--- config.mk ---
export PLATFORM = sky130hd
export DESIGN_NAME = length_confirmed_frame_sync_unit_flat
export DESIGN_NICKNAME = d
export VERILOG_FILES = /design/src/rtl/lcfs_pkg.sv /design/src/rtl/lcfs_if.sv /design/src/rtl/lcfs_in_queue.sv /design/src/rtl/lcfs_engine.sv /design/src/rtl/length_confirmed_frame_sync_unit.sv /design/src/flat_wrapper.sv
export VERILOG_INCLUDE_DIRS = /design/src /design/src/rtl
export SDC_FILE = /design/constraint.sdc
export NUM_CORES = 1
export LEC_CHECK = 0
export BUFFER_PORTS_ARGS = -buffer_cell sky130_fd_sc_hd__buf_4
export CELL_PAD_IN_SITES_DETAIL_PLACEMENT = 1
export CELL_PAD_IN_SITES_GLOBAL_PLACEMENT = 2
export CORE_ASPECT_RATIO = 0.8
export CORE_MARGIN = 8
export CORE_UTILIZATION = 26
export CTS_CLUSTER_SIZE = 16
export DETAILED_ROUTE_END_ITERATION = 10
export PLACE_DENSITY_LB_ADDON = 0.05
export SETUP_SLACK_MARGIN = 0.3
export SYNTH_ARGS = -nofsm -noshare
export SYNTH_HDL_FRONTEND = slang
export SYNTH_SLANG_ARGS = --single-unit
--- constraint.sdc ---
create_clock -name clk -period 8.5 [get_ports clk]
set_input_delay 1.7 -clock clk [delete_from_list [all_inputs] [get_ports clk]]
set_output_delay 1.7 -clock clk [all_outputs]
set_load 0.005 [all_outputs]
--- src/rtl/length_confirmed_frame_sync_unit_assert.svh ---
// Assertion shorthands for the frame sync unit.
// Both expect clk and arst_n in the enclosing scope.
`ifndef LENGTH_CONFIRMED_FRAME_SYNC_UNIT_ASSERT_SVH
`define LENGTH_CONFIRMED_FRAME_SYNC_UNIT_ASSERT_SVH

// same-cycle implication
`define LCFS_ASSERT_NOW(lbl, ante, cons) \
	lbl: assert property (@(posedge clk) disable iff (!arst_n) (ante) |-> (cons)) \
		else $error("lcfs assertion failed");

// next-cycle implication
`define LCFS_ASSERT_NEXT(lbl, ante, cons) \
	lbl: assert property (@(posedge clk) disable iff (!arst_n) (ante) |=> (cons)) \
		else $error("lcfs assertion failed");

`endif

--- src/rtl/lcfs_pkg.sv ---
`default_nettype none

package lcfs_pkg;

	localparam int HEADER_BYTES_DEF  = 4;
	localparam int TRAILER_BYTES_DEF = 4;
	localparam int LENGTH_BYTES      = 4;
	localparam int QUEUE_DEPTH_DEF   = 4;

	localparam int LEN_W = 24;
	localparam int LIM_W = 25;
	localparam logic [LEN_W-1:0] LEN_SAT   = 24'hFF_FFFF;
	localparam logic [LIM_W-1:0] LIMIT_CAP = 25'h100_0000;

	localparam int CFG_IDX_W  = 2;
	localparam int CFG_DATA_W = 32;
	localparam logic [CFG_IDX_W-1:0] CFG_HEADER  = 2'd0;
	localparam logic [CFG_IDX_W-1:0] CFG_TRAILER = 2'd1;
	localparam logic [CFG_IDX_W-1:0] CFG_PERM    = 2'd2;
	localparam logic [CFG_IDX_W-1:0] CFG_MAXLEN  = 2'd3;

	localparam logic [7:0]       PERM_RESET   = 8'd228;
	localparam logic [LIM_W-1:0] MAXLEN_RESET = 25'd16384;

	typedef enum logic [2:0] {
		EV_PAYLOAD     = 3'd0,
		EV_GOOD        = 3'd1,
		EV_TRAILER_BAD = 3'd2,
		EV_COPY_BAD    = 3'd3,
		EV_OVERSIZE    = 3'd4
	} ev_kind_t;

	typedef struct packed {
		logic [31:0]      header;
		logic [31:0]      trailer;
		logic [7:0]       perm;
		logic [LIM_W-1:0] max_len;
	} cfg_regs_t;

	typedef struct packed {
		logic       valid;
		logic [7:0] data;
	} q_head_t;

	// pattern byte at a position; positions past the 32-bit register read as zero
	function automatic logic [7:0] pat_byte(input logic [31:0] pat, input logic [2:0] idx);
		logic [7:0] r;
		r = 8'h00;
		if (!idx[2]) begin
			r = pat[{idx[1:0], 3'b000} +: 8];
		end
		return r;
	endfunction

endpackage

`default_nettype wire

--- src/rtl/lcfs_if.sv ---
`default_nettype none

interface lcfs_byte_if;
	logic       valid;
	logic       ready;
	logic [7:0] rx_byte;
	modport source (output valid, output rx_byte, input ready);
	modport sink (input valid, input rx_byte, output ready);
endinterface

interface lcfs_event_if;
	logic        valid;
	logic        ready;
	logic [2:0]  event_kind;
	logic [7:0]  payload_byte;
	logic [23:0] frame_length;
	modport source (output valid, output event_kind, output payload_byte,
		output frame_length, input ready);
	modport sink (input valid, input event_kind, input payload_byte,
		input frame_length, output ready);
endinterface

interface lcfs_cfg_if import lcfs_pkg::*; ();
	logic                  valid;
	logic                  ready;
	logic [CFG_IDX_W-1:0]  index;
	logic [CFG_DATA_W-1:0] data;
	modport source (output valid, output index, output data, input ready);
	modport sink (input valid, input index, input data, output ready);
endinterface

`default_nettype wire

--- src/rtl/lcfs_in_queue.sv ---
`default_nettype none

module lcfs_in_queue import lcfs_pkg::*; #(
	parameter int DEPTH = QUEUE_DEPTH_DEF
) (
	input  wire logic     clk,
	input  wire logic     arst_n,
	lcfs_byte_if.sink     rx,
	input  wire logic     pop,
	output q_head_t       head
);

	localparam int AW = (DEPTH > 1) ? $clog2(DEPTH) : 1;
	localparam int CW = $clog2(DEPTH + 1);

	logic [7:0]    buf_q [DEPTH];
	logic [AW-1:0] wr_ptr_q;
	logic [AW-1:0] rd_ptr_q;
	logic [CW-1:0] cnt_q;
	logic          push;

	assign rx.ready   = (cnt_q != CW'(DEPTH));
	assign push       = rx.valid && rx.ready;
	assign head.valid = (cnt_q != '0);
	assign head.data  = buf_q[rd_ptr_q];

	always_ff @(posedge clk) begin
		if (push) begin
			buf_q[wr_ptr_q] <= rx.rx_byte;
		end
	end

	always_ff @(posedge clk or negedge arst_n) begin
		if (!arst_n) begin
			wr_ptr_q <= '0;
			rd_ptr_q <= '0;
			cnt_q    <= '0;
		end else begin
			if (push) begin
				wr_ptr_q <= (wr_ptr_q == AW'(DEPTH - 1)) ? '0 : wr_ptr_q + AW'(1);
			end
			if (pop) begin
				rd_ptr_q <= (rd_ptr_q == AW'(DEPTH - 1)) ? '0 : rd_ptr_q + AW'(1);
			end
			case ({push, pop})
				2'b10: cnt_q <= cnt_q + CW'(1);
				2'b01: cnt_q <= cnt_q - CW'(1);
				default: cnt_q <= cnt_q;
			endcase
		end
	end

endmodule

`default_nettype wire

--- src/rtl/lcfs_engine.sv ---
`default_nettype none
`include "length_confirmed_frame_sync_unit_assert.svh"

module lcfs_engine import lcfs_pkg::*; #(
	parameter int HEADER_BYTES  = HEADER_BYTES_DEF,
	parameter int TRAILER_BYTES = TRAILER_BYTES_DEF
) (
	input  wire logic      clk,
	input  wire logic      arst_n,
	input  wire cfg_regs_t cfg,
	input  wire q_head_t   head,
	output logic           pop,
	lcfs_event_if.source   ev
);

	localparam int HM_W   = (HEADER_BYTES > 1) ? $clog2(HEADER_BYTES) : 1;
	localparam int FC_MAX = (TRAILER_BYTES > LENGTH_BYTES) ? TRAILER_BYTES : LENGTH_BYTES;
	localparam int FC_W   = $clog2(FC_MAX);

	typedef enum logic [4:0] {
		PH_HUNT    = 5'b00001,
		PH_LEN     = 5'b00010,
		PH_COPY    = 5'b00100,
		PH_PAYLOAD = 5'b01000,
		PH_TRAILER = 5'b10000
	} phase_t;

	phase_t            phase_q, phase_d;
	logic [HM_W-1:0]   hm_q, hm_d;
	logic [FC_W-1:0]   fcnt_q, fcnt_d;
	logic              tr_ok_q, tr_ok_d;
	logic [LEN_W-1:0]  len_q, len_d;
	logic [LEN_W-1:0]  copy_q, copy_d;
	logic [LEN_W-1:0]  rem_q, rem_d;
	logic [7:0]        store_q [8];
	logic              rp_active_q;
	logic [2:0]        rp_idx_q;

	logic              ov_q;
	ev_kind_t          okind_q;
	logic [7:0]        obyte_q;
	logic [LEN_W-1:0]  olen_q;

	logic              out_free, step_norm, step;
	logic [7:0]        b;
	logic              fire;
	ev_kind_t          kind_d;
	logic [7:0]        ebyte_d;
	logic [LEN_W-1:0]  elen_d;
	logic              rp_start;
	logic              st_we;
	logic [2:0]        st_wa;
	logic [LIM_W-1:0]  lim;
	logic [31:0]       len_full, copy_full;
	logic              copy_match;
	logic              tr_hit;

	assign out_free  = !ov_q || ev.ready;
	assign step_norm = !rp_active_q && head.valid && out_free;
	assign step      = rp_active_q || step_norm;
	assign pop       = step_norm;
	// replayed bytes come back out of the held store
	assign b         = rp_active_q ? store_q[rp_idx_q] : head.data;
	assign lim       = (cfg.max_len > LIMIT_CAP) ? LIMIT_CAP : cfg.max_len;
	assign len_full  = {8'h00, len_q};
	assign copy_full = {b, copy_q};
	assign tr_hit    = tr_ok_q && (b == pat_byte(cfg.trailer, 3'(fcnt_q)));

	always_comb begin
		copy_match = 1'b1;
		for (int i = 0; i < 4; i++) begin
			if (copy_full[{cfg.perm[2*i +: 2], 3'b000} +: 8] != len_full[8*i +: 8]) begin
				copy_match = 1'b0;
			end
		end
	end

	always_comb begin
		phase_d  = phase_q;
		hm_d     = hm_q;
		fcnt_d   = fcnt_q;
		tr_ok_d  = tr_ok_q;
		len_d    = len_q;
		copy_d   = copy_q;
		rem_d    = rem_q;
		fire     = 1'b0;
		kind_d   = EV_PAYLOAD;
		ebyte_d  = 8'h00;
		elen_d   = '0;
		rp_start = 1'b0;
		st_we    = 1'b0;
		st_wa    = 3'd0;
		case (phase_q)
			PH_HUNT: begin
				if (b == pat_byte(cfg.header, 3'(hm_q))) begin
					if (hm_q == HM_W'(HEADER_BYTES - 1)) begin
						phase_d = PH_LEN;
						fcnt_d  = '0;
						hm_d    = '0;
					end else begin
						hm_d = hm_q + HM_W'(1);
					end
				end else begin
					hm_d = '0;
				end
			end
			PH_LEN: begin
				st_we  = 1'b1;
				st_wa  = {1'b0, fcnt_q[1:0]};
				fcnt_d = fcnt_q + FC_W'(1);
				if (fcnt_q[1:0] == 2'd3) begin
					if ((b != 8'h00) || ({1'b0, len_q} >= lim)) begin
						fire    = 1'b1;
						kind_d  = EV_OVERSIZE;
						elen_d  = (b != 8'h00) ? LEN_SAT : len_q;
						phase_d = PH_HUNT;
						hm_d    = '0;
						fcnt_d  = '0;
					end else begin
						phase_d = PH_COPY;
						fcnt_d  = '0;
					end
				end else begin
					len_d[{fcnt_q[1:0], 3'b000} +: 8] = b;
				end
			end
			PH_COPY: begin
				st_we  = 1'b1;
				st_wa  = {1'b1, fcnt_q[1:0]};
				fcnt_d = fcnt_q + FC_W'(1);
				if (fcnt_q[1:0] == 2'd3) begin
					fcnt_d = '0;
					if (!copy_match) begin
						fire     = 1'b1;
						kind_d   = EV_COPY_BAD;
						elen_d   = len_q;
						phase_d  = PH_HUNT;
						hm_d     = '0;
						rp_start = 1'b1;
					end else begin
						rem_d   = len_q;
						tr_ok_d = 1'b1;
						phase_d = (len_q == '0) ? PH_TRAILER : PH_PAYLOAD;
					end
				end else begin
					copy_d[{fcnt_q[1:0], 3'b000} +: 8] = b;
				end
			end
			PH_PAYLOAD: begin
				fire    = 1'b1;
				kind_d  = EV_PAYLOAD;
				ebyte_d = b;
				rem_d   = rem_q - LEN_W'(1);
				if (rem_q == LEN_W'(1)) begin
					phase_d = PH_TRAILER;
					fcnt_d  = '0;
					tr_ok_d = 1'b1;
				end
			end
			PH_TRAILER: begin
				tr_ok_d = tr_hit;
				fcnt_d  = fcnt_q + FC_W'(1);
				if (fcnt_q == FC_W'(TRAILER_BYTES - 1)) begin
					fire    = 1'b1;
					kind_d  = tr_hit ? EV_GOOD : EV_TRAILER_BAD;
					elen_d  = len_q;
					phase_d = PH_HUNT;
					hm_d    = '0;
					fcnt_d  = '0;
				end
			end
			default: begin
				phase_d = PH_HUNT;
				hm_d    = '0;
				fcnt_d  = '0;
			end
		endcase
	end

	// held length/copy bytes; a replay only overwrites entries it has already read
	always_ff @(posedge clk) begin
		if (step && st_we) begin
			store_q[st_wa] <= b;
		end
	end

	always_ff @(posedge clk) begin
		if (step) begin
			len_d_hold: begin
				len_q  <= len_d;
				copy_q <= copy_d;
				rem_q  <= rem_d;
			end
		end
		if (step_norm && fire) begin
			okind_q <= kind_d;
			obyte_q <= ebyte_d;
			olen_q  <= elen_d;
		end
	end

	always_ff @(posedge clk or negedge arst_n) begin
		if (!arst_n) begin
			phase_q     <= PH_HUNT;
			hm_q        <= '0;
			fcnt_q      <= '0;
			tr_ok_q     <= 1'b0;
			rp_active_q <= 1'b0;
			rp_idx_q    <= '0;
			ov_q        <= 1'b0;
		end else begin
			if (step) begin
				phase_q <= phase_d;
				hm_q    <= hm_d;
				fcnt_q  <= fcnt_d;
				tr_ok_q <= tr_ok_d;
			end
			if (rp_active_q) begin
				if ((fire && (kind_d == EV_OVERSIZE)) || (rp_idx_q == 3'd7)) begin
					rp_active_q <= 1'b0;
					rp_idx_q    <= '0;
				end else begin
					rp_idx_q <= rp_idx_q + 3'd1;
				end
			end else if (step_norm && rp_start) begin
				rp_active_q <= 1'b1;
				rp_idx_q    <= '0;
			end
			if (step_norm && fire) begin
				ov_q <= 1'b1;
			end else if (ev.ready) begin
				ov_q <= 1'b0;
			end
		end
	end

	assign ev.valid        = ov_q;
	assign ev.event_kind   = okind_q;
	assign ev.payload_byte = obyte_q;
	assign ev.frame_length = olen_q;

	// eight held bytes cannot carry a header, length and full copy
	`LCFS_ASSERT_NOW(a_rp_phase, rp_active_q,
		(phase_q == PH_HUNT) || (phase_q == PH_LEN) || (phase_q == PH_COPY))
	`LCFS_ASSERT_NOW(a_rp_from_copy, $rose(rp_active_q), $past(phase_q) == PH_COPY)
	`LCFS_ASSERT_NOW(a_rp_idx_idle, !rp_active_q, rp_idx_q == 3'd0)
	`LCFS_ASSERT_NEXT(a_rp_event, step_norm && rp_start,
		rp_active_q && ov_q && (okind_q == EV_COPY_BAD))

endmodule

`default_nettype wire

--- src/rtl/length_confirmed_frame_sync_unit.sv ---
// A byte accepted on rx passes through the queue, then the output register,
// before its word shows on ev.
// Throughput: one byte per cycle while ev keeps taking words.
// A copy mismatch stops the engine popping the queue while the eight held bytes rescan.
// Reset (arst_n low, async): hunting for header, input queue empty, no word pending,
// config registers back to header 0, trailer 0, permutation 228, limit 16384.
`default_nettype none

module length_confirmed_frame_sync_unit import lcfs_pkg::*; #(
	parameter int HEADER_BYTES  = HEADER_BYTES_DEF,
	parameter int TRAILER_BYTES = TRAILER_BYTES_DEF,
	parameter int QUEUE_DEPTH   = QUEUE_DEPTH_DEF
) (
	input  wire logic    clk,
	input  wire logic    arst_n,
	lcfs_byte_if.sink    rx,
	lcfs_event_if.source ev,
	lcfs_cfg_if.sink     cfg
);

	// Config registers. The user writes only while the unit is idle (the block does not enforce it); no shadowing.
	cfg_regs_t cfg_q;
	q_head_t   head;
	logic      pop;

	assign cfg.ready = 1'b1;

	always_ff @(posedge clk or negedge arst_n) begin
		if (!arst_n) begin
			cfg_q.header  <= '0;
			cfg_q.trailer <= '0;
			cfg_q.perm    <= PERM_RESET;
			cfg_q.max_len <= MAXLEN_RESET;
		end else if (cfg.valid && cfg.ready) begin
			case (cfg.index)
				CFG_HEADER:  cfg_q.header  <= cfg.data;
				CFG_TRAILER: cfg_q.trailer <= cfg.data;
				CFG_PERM:    cfg_q.perm    <= cfg.data[7:0];
				CFG_MAXLEN:  cfg_q.max_len <= cfg.data[LIM_W-1:0];
				default:     cfg_q         <= cfg_q;
			endcase
		end
	end

	// Front: byte queue. While not full it keeps taking bytes while the back end waits
	// on ev or is busy rescanning.
	lcfs_in_queue #(
		.DEPTH (QUEUE_DEPTH)
	) u_queue (
		.clk    (clk),
		.arst_n (arst_n),
		.rx     (rx),
		.pop    (pop),
		.head   (head)
	);

	// Back: header hunt, length/copy check, payload pass-through, trailer
	// compare, replay of the eight held bytes, and the output register.
	lcfs_engine #(
		.HEADER_BYTES  (HEADER_BYTES),
		.TRAILER_BYTES (TRAILER_BYTES)
	) u_engine (
		.clk    (clk),
		.arst_n (arst_n),
		.cfg    (cfg_q),
		.head   (head),
		.pop    (pop),
		.ev     (ev)
	);

endmodule

`default_nettype wire
--- src/flat_wrapper.sv ---
// flat-port wrapper written by rule: the top's interface ports become plain ports
module length_confirmed_frame_sync_unit_flat import lcfs_pkg::*;
#(
	parameter int HEADER_BYTES  = HEADER_BYTES_DEF,
	parameter int TRAILER_BYTES = TRAILER_BYTES_DEF,
	parameter int QUEUE_DEPTH   = QUEUE_DEPTH_DEF
)
  (clk, arst_n, rx_valid, rx_rx_byte, rx_ready, ev_valid, ev_event_kind, ev_payload_byte, ev_frame_length, ev_ready, cfg_valid, cfg_index, cfg_data, cfg_ready);
  lcfs_byte_if rx_i ();
  lcfs_event_if ev_i ();
  lcfs_cfg_if cfg_i ();
  input  wire logic clk;
  input  wire logic arst_n;
  input wire logic [$bits(rx_i.valid)-1:0] rx_valid;
  input wire logic [$bits(rx_i.rx_byte)-1:0] rx_rx_byte;
  output wire logic [$bits(rx_i.ready)-1:0] rx_ready;
  output wire logic [$bits(ev_i.valid)-1:0] ev_valid;
  output wire logic [$bits(ev_i.event_kind)-1:0] ev_event_kind;
  output wire logic [$bits(ev_i.payload_byte)-1:0] ev_payload_byte;
  output wire logic [$bits(ev_i.frame_length)-1:0] ev_frame_length;
  input wire logic [$bits(ev_i.ready)-1:0] ev_ready;
  input wire logic [$bits(cfg_i.valid)-1:0] cfg_valid;
  input wire logic [$bits(cfg_i.index)-1:0] cfg_index;
  input wire logic [$bits(cfg_i.data)-1:0] cfg_data;
  output wire logic [$bits(cfg_i.ready)-1:0] cfg_ready;
  assign rx_i.valid = rx_valid;
  assign rx_i.rx_byte = rx_rx_byte;
  assign rx_ready = rx_i.ready;
  assign ev_valid = ev_i.valid;
  assign ev_event_kind = ev_i.event_kind;
  assign ev_payload_byte = ev_i.payload_byte;
  assign ev_frame_length = ev_i.frame_length;
  assign ev_i.ready = ev_ready;
  assign cfg_i.valid = cfg_valid;
  assign cfg_i.index = cfg_index;
  assign cfg_i.data = cfg_data;
  assign cfg_ready = cfg_i.ready;
  length_confirmed_frame_sync_unit #(.HEADER_BYTES(HEADER_BYTES), .TRAILER_BYTES(TRAILER_BYTES), .QUEUE_DEPTH(QUEUE_DEPTH)) u_core (.clk(clk), .arst_n(arst_n), .rx(rx_i), .ev(ev_i), .cfg(cfg_i));
endmodule
# Yosys cells after proc, flatten, opt, wreduce, memory -nomap -nowiden
# Memories as Yosys holds them, arrays and structs flattened.
# Index checks and enable logic that the tools add are counted.
dict set report classes {
  bitwise 2
  addsub 9
  n_shift 8
  n_reduce_logical 37
  n_eq_ne 32
  muxes 77
  order_cmp 2
}
# cell count
set op_table {}
lappend op_table {{2-to-1 mux 24 bit} 8}
lappend op_table {{variable part select 32 x 6 -> 8 bit} 6}
lappend op_table {{case mux 24 bit (3 select lines)} 1}
lappend op_table {{bitwise mux 24 bit} 2}
lappend op_table {{case mux 24 bit (2 select lines)} 1}
lappend op_table {{2-to-1 mux 5 bit} 8}
lappend op_table {{2-to-1 mux 2 bit} 17}
lappend op_table {{greater-or-equal comparator 24 x 25 -> 1 bit} 1}
lappend op_table {{greater-than comparator 25 bit (second input constant)} 1}
lappend op_table {{2-to-1 mux 25 bit} 1}
lappend op_table {{case mux 5 bit (5 select lines)} 1}
lappend op_table {{equality test 24 x 1 -> 1 bit (second input constant)} 1}
lappend op_table {{logical NOT 24 bit} 1}
lappend op_table {{inequality test 8 bit} 3}
lappend op_table {{variable shift 8 x 7 -> 24 bit (first input constant)} 1}
lappend op_table {{variable part select 8 x 7 -> 24 bit} 1}
lappend op_table {{subtractor 24 x 1 -> 24 bit (second input constant)} 1}
lappend op_table {{2-to-1 mux 1 bit} 23}
lappend op_table {{2-to-1 mux 3 bit} 6}
lappend op_table {{inequality test 2 bit (second input constant)} 9}
lappend op_table {{equality test 8 bit} 2}
lappend op_table {{2-to-1 mux 8 bit} 2}
lappend op_table {{nonzero test 8 bit} 2}
lappend op_table {{equality test 2 bit (second input constant)} 7}
lappend op_table {{other kinds (32)} 61}
dict set report word_totals {
  wordCells 189
  ff_bits 226
  ram_bits 96
  output_inout_bits 38
  inputBits 47
  memories 2
}
# memory depth width rd rd_ports_with_merged_regs wr line
set mem_list {}
lappend mem_list {u_core.u_engine.store_q 8 8 1 0 1 lcfs_engine.sv:35} ;# logic [7:0] store_q [8];
lappend mem_list {u_core.u_queue.buf_q 4 8 1 0 1 lcfs_in_queue.sv:16} ;# logic [7:0] buf_q [DEPTH];

# Depth between registers and ports, before layout
# An unclocked memory read counts as a cell.
dict set report depth {
  word_depth 16
  depth_mapped 16
  mapped_depth_nobuf 14
}

# Cells and area by module
# From an unflattened synthesis, not the netlist that was laid out.
dict set report unflattened {
  cells_unflattened 1275
  hier_area_um2 16467.0
}
# mod instances cells_each area_per_inst_um2 seq_area_each_um2
set modules_own_cells {}
lappend modules_own_cells {lcfs_engine 1 990 11209.5 5511.5}
lappend modules_own_cells {length_confirmed_frame_sync_unit 1 208 3667.3 2433.6}
lappend modules_own_cells {lcfs_in_queue 1 77 1590.3 1136.1}

# Worst setup path after synthesis
# No wires, ideal clock.
dict set report synth_timing {
  path_type {flip-flop to flip-flop}
  from {register u_core.cfg_q[18] in the netlist's numbering}
  to {register u_core.u_engine.okind_q[0], in the netlist u_core.u_engine.ev.event_kind[0] (enable)}
  required_time_ps 8019
  synth_period_minus_slack_ps 6032
  path_stages_with_launch 15
  setup_ps 481
  arrival_time_ps 5551
  setup_slack_ps 2468
  path_buffers 1
  cell_sequence {dfrtp_1 > nor4_1 > nand4_1 > o21ai_1 > clkbuf_1 > nand2_1 > ha_1 > nand4b_1 > or3_1 > nor4_1 > a211oi_1 > a21o_1 > a31oi_1 > o21ai_2 > a21boi_0}
}
dict set report synth_via {
  elab_chain_cells 8
}
# element line
set synth_rtl {}
lappend synth_rtl {{start: declaration} length_confirmed_frame_sync_unit.sv:22} ;# cfg_regs_t cfg_q;
lappend synth_rtl {{start signal: assignment} length_confirmed_frame_sync_unit.sv:40} ;# default: cfg_q <= cfg_q;
lappend synth_rtl {{greater-than comparator 25 bit} lcfs_engine.sv:64} ;# assign lim = (cfg.max_len > LIMIT_CAP) ? LIMIT_CAP : cfg.max_len;
lappend synth_rtl {{2-to-1 mux 25 bit *} lcfs_engine.sv:64}
lappend synth_rtl {{greater-or-equal comparator 24 x 25 -> 1 bit *} lcfs_engine.sv:112} ;# if ((b != 8'h00) || ({1'b0, len_q} >= lim)) begin
lappend synth_rtl {{logical OR 1 bit *} lcfs_engine.sv:112}
lappend synth_rtl {{2-to-1 mux 1 bit *} lcfs_engine.sv:112}
lappend synth_rtl {{2-to-1 mux 1 bit *} lcfs_engine.sv:111} ;# if (fcnt_q[1:0] == 2'd3) begin
lappend synth_rtl {{case mux 1 bit (4 select lines) *} lcfs_engine.sv:93} ;# case (phase_q)
lappend synth_rtl {{logical AND 1 bit *} lcfs_engine.sv:195} ;# if (step_norm && fire) begin
lappend synth_rtl {{end signal: assignment} lcfs_engine.sv:196} ;# okind_q <= kind_d;
lappend synth_rtl {{end: declaration} lcfs_engine.sv:40} ;# ev_kind_t okind_q;
# Every way passes the cells marked *; elsewhere a longest branch is shown, timed or not.
# A chain may end at the register's enable or synchronous reset.

# Worst setup path after layout
dict set report layout_timing {
  from {register u_core.u_queue.rd_ptr_q[0]}
  to {register u_core.u_engine.obyte_q[5], in the netlist u_core.u_engine.ev.payload_byte[5] (enable)}
}
dict set report layout_via {
  elab_chain_cells 12
  elab_cells_between_ends 22
  classes_between {3 x eq/ne; 4 x shift; 10 x mux; 4 x reduce/logical; 1 x memory}
}
# element line
set layout_rtl {}
lappend layout_rtl {{start: declaration} lcfs_in_queue.sv:18} ;# logic [AW-1:0] rd_ptr_q;
lappend layout_rtl {{start signal: assignment} lcfs_in_queue.sv:43} ;# rd_ptr_q <= (rd_ptr_q == AW'(DEPTH - 1)) ? '0 : rd_ptr_q + AW'(1);
lappend layout_rtl {{memory (4 x 8 bit) *} n/a}
lappend layout_rtl {{2-to-1 mux 8 bit *} lcfs_engine.sv:63} ;# assign b = rp_active_q ? store_q[rp_idx_q] : head.data;
lappend layout_rtl {{net u_core.u_engine.b[7]} lcfs_engine.sv:45} ;# logic [7:0] b;
lappend layout_rtl {{variable part select 32 x 6 -> 8 bit} lcfs_engine.sv:72} ;# if (copy_full[{cfg.perm[2*i +: 2], 3'b000} +: 8] != len_full[8*i +: 8]) begin
lappend layout_rtl {{inequality test 8 bit} lcfs_engine.sv:72}
lappend layout_rtl {{2-to-1 mux 1 bit (4 in series)} lcfs_engine.sv:72}
lappend layout_rtl {{2-to-1 mux 1 bit} lcfs_engine.sv:133} ;# if (!copy_match) begin
lappend layout_rtl {{2-to-1 mux 1 bit} lcfs_engine.sv:131} ;# if (fcnt_q[1:0] == 2'd3) begin
lappend layout_rtl {{case mux 1 bit (4 select lines) *} lcfs_engine.sv:93}
lappend layout_rtl {{logical AND 1 bit *} lcfs_engine.sv:195}
lappend layout_rtl {{end signal: assignment} lcfs_engine.sv:197} ;# obyte_q <= ebyte_d;
lappend layout_rtl {{end: declaration} lcfs_engine.sv:41} ;# logic [7:0] obyte_q;
# Mark *: on every way through the listed nets, which the timed path passes. The rest lies on a longest branch.

==> results.cfg <==
[yosys]
synth_area_um2 = 16100
seq_area_frac_synth_pct = 56.5
synth_seq_cells = 322
yosysWarningCount = 0
ys_types = 79
syn_area_per_cell_um2 = 12.6
synth_top_area_cell = edfxtp_1
synthFlopType = edfxtp_1
synth_top_area_share_pct = 37.9
synthTopCellsByCount = edfxtp_1, nor2_1, dfrtp_1, mux2_2, nand2_1
synth_edf_count = 203
syn_nets = 1365
async_reset_ff_share_pct = 37.0
syn_inst = 1278
yosysMostFrequentCell = edfxtp_1
synthTopCellsByArea = edfxtp_1, dfrtp_1, mux2_2, mux4_2, nor2_1

[timing]
fmax_mhz = 182
grt_setup_unrepaired = false
fin_crit_ns = 5.48
skew_ns = 0.0270
fin_ws_ns = 3.02
hold_viol_final = 0
slew_viol_final = 0
relSlewSlack_pct = 20.2
tns_ns = 0
worstMarginPinSlew_ns = 1.19
setup_violations = 0
finalCritPeriodShare_pct = 64.5
hold_ws_ns = 0.501

[floorplan]
fp.dieH_um = 238
dieArea_um2 = 70000
io_pins = 85
core-area_um2 = 61100
initial_core_util_pct = 26.3
die_x_um = 294
rows = 81

[drt]
avgRoutedWirePerCell_um = 26.8
first_pass_iters = 4
drt_wl_total_um = 59700
ant_nets = 0
vias = 11000
drc = 0
via_per_inst = 4.91
first_iter_violations = 659

[power_and_ir_drop]
p_per_area_nw_per_um2 = 262
vdd_drop_max_v = 0.000135
p_total_mw = 4.97
power.leakage_nw = 7.17

[clocking]
cts_buffer_depth = 3
cts_hold_buffers = 0
cts_root_buffer = clkbuf_16
insertion_delay_ns = 0.56
cts_made_buffers = 39
cts_resized = 0
cts_tree = done
numClockSinks = 322
path_clk_slew_ns = 0.06
cts_setup_buffers = 0
cts-htree-levels = 2

[critical_path]
worst_path_max_delay_cell = a21boi_4
crit_chain = mux4_2 -> and2_1 -> a31oi_1 -> inv_1 -> mux4_2 -> xor2_1 -> nor3_1 -> nand4_1 -> o21ai_2 -> buf_4 -> a21boi_4
cpPeakStageDelay_ns = 0.94
reg2reg_slack_ns = 3.02
worst_r2r_path_depth = 11
crit_path_max_fanout = 35
critical_path.startpoint_type = flip-flop
worstSetupEndpointType = flip-flop
cp_num_buf_inv = 2
cp_top_family = compound AO/OA/AOI/OAI gates
crit_type = reg2reg
crit_start = u_core.u_queue.rd_ptr_q[0]
r2r_start = u_core.u_queue.rd_ptr_q[0]
path_common_cell = mux4_2
regToRegEndpoint = u_core.u_engine.ev.payload_byte[5]
crit_arrival_ns = 5.65
crit_required_ns = 8.66

[hold_path]
min_from = u_core.cfg_q[55]
hold_end = u_core.cfg_q[55]
hold_class = reg2reg
whs_path_depth = 1

[place]
place_congestion = 0.837
dp_hpwl_um = 44000
place_area_um2 = 17700
port_buffers = 83
preCtsSetupSlack_ns = 2.89

[global_route]
grt_max_degree = 65
grt_pass1_vias = 11300
grt_util_all_layers_pct = 16.9
grt_overflow = 0
grt_pass1_wl_um = 86100
antenna_found_initial = 1

[flow_run]
maxCapViolCount = 0

[final_layout]
drive_gt1_share_pct = 24.4
diodes = 0
stdcell_area_um2 = 19000
finalNetCount = 1459
area_delta_synth_final_pct = 18.2

[outcome]
outcome = completed
[where the power goes]
part / switching, mW / total, mW / internal, mW
clock network: 0.695 / 1.66 / 0.968
logic: 0.802 / 1.28 / 0.480
registers: 0.145 / 2.03 / 1.88
total: 1.64 / 4.97 / 3.33
[worst reg2reg max path: cells and delay by family (launching register included)]
kind	cells	cell delay, ns
buffers and inverters	2	0.65
AO/OA/AOI/OAI	3	1.81
AND/OR/NAND/NOR	3	0.42
XOR/XNOR	1	0.21
multiplexers	2	1.24
flip-flops	1	0.78
[cell type report]
cell class / instances / area [um2]
clock buffer: 49 / 1040
clock inverter: 23 / 213
fill: 6611 / 42100
inverter: 28 / 105
multi-input combinational: 872 / 6680
sequential: 322 / 9080
tap: 830 / 1040
timing repair buffer: 109 / 822
[placed cells by master (no fill, tap or decap), types with 6 or more instances in the layout]
| master | Yosys | routed |
|---|---|---|
| edfxtp_1 | 203 | 203 |
| nor2_1 | 135 | 135 |
| dfrtp_1 | 113 | 113 |
| mux2_2 | 110 | 110 |
| buf_4 | 3 | 108 |
| nand2_1 | 87 | 87 |
| mux2i_1 | 43 | 43 |
| o21ai_0 | 42 | 42 |
| clkbuf_16 | 0 | 40 |
| ha_1 | 39 | 39 |
| mux4_2 | 31 | 31 |
| xnor2_1 | 30 | 30 |
| nor4_1 | 28 | 28 |
| inv_1 | 27 | 27 |
| nor3_1 | 27 | 24 |
| nand3_1 | 23 | 22 |
| xor2_1 | 22 | 22 |
| a21oi_1 | 21 | 21 |
| a31oi_1 | 19 | 19 |
| nand2b_1 | 14 | 14 |
| nand4_1 | 13 | 13 |
| nor2b_1 | 13 | 13 |
| and2_1 | 13 | 13 |
| and3_1 | 13 | 13 |
| clkinv_2 | 0 | 11 |
| or3_1 | 9 | 9 |
| a21o_1 | 9 | 9 |
| a22oi_1 | 8 | 8 |
| clkbuf_1 | 38 | 8 |
| o22ai_1 | 7 | 7 |
| nand3b_1 | 7 | 7 |
| o21a_1 | 6 | 6 |
| or2_2 | 6 | 6 |
| dfstp_2 | 6 | 6 |
[per-stage QoR]
step | util, % | cells
floorplan | - | 1278
global placement | 29.0 | 2161
detailed placement | 29.0 | 2161
CTS | 31.1 | 2233
global route | 31.1 | 2233
finish | 31.1 | 2233
[flip-flops by register name, summed over array words and instances (netlist names)]
| name | flops |
|---|---|
| u_core.u_queue.cnt_q | 3 |
| u_core.cfg_q | 97 |
| u_core.u_engine.tr_ok_q | 1 |
| u_core.u_engine.fcnt_q | 2 |
| u_core.u_engine.rp_active_q | 1 |
| u_core.u_engine.ev.event_kind | 3 |
| u_core.u_queue.wr_ptr_q | 2 |
| u_core.u_engine.ev.frame_length | 24 |
| u_core.u_engine.phase_q | 5 |
| u_core.u_engine.ev.payload_byte | 8 |
| u_core.u_engine.rem_q | 24 |
| u_core.u_engine.hm_q | 2 |
| u_core.u_queue.buf_q | 32 |
| u_core.u_engine.store_q | 64 |
| u_core.u_engine.copy_q | 24 |
| u_core.u_engine.len_q | 24 |
| u_core.u_engine.rp_idx_q | 3 |
| u_core.u_engine.ev.valid | 1 |
| u_core.u_queue.rd_ptr_q | 2 |
[worst max path at each step]
stage	cells past startpoint	slack (ns)	end
after floorplan	14	2.47	u_core.u_engine.ev.event_kind[0]
after global placement	11	3.12	u_core.u_engine.ev.frame_length[17]
after detailed placement	11	2.89	u_core.u_engine.ev.payload_byte[2]
after CTS	11	2.89	u_core.u_engine.ev.payload_byte[2]
after global routing	15	2.52	u_core.u_engine.ev.payload_byte[0]
final	11	3.02	u_core.u_engine.ev.payload_byte[5]
[kinds of logic after synthesis]
logic type | Yosys count | share of synthesized area (%)
other | 1 | 0.0233
buffers and inverters | 84 | 2.13
multiplexers | 190 | 15.2
flip-flops | 322 | 56.5
adder cells (fa/ha/maj) | 40 | 3.16
XOR/XNOR | 52 | 2.84
AO/OA/AOI/OAI | 173 | 7.25
AND/OR/NAND/NOR | 416 | 12.8
[per-layer routing]
| layer | GRT usage, % | routed length [um] | up-vias |
|---|---|---|---|
| met2 | 24.7 | 25000 | 251 |
| met4 | 3.75 | 1010 | 0 |
| met1 | 25.5 | 30700 | 5643 |
| met5 | 0 | 0 | - |
| met3 | 3.16 | 2970 | 60 |
| li1 | - | - | 5010 |
No activity file was read; power rests on OpenSTA's default activity.
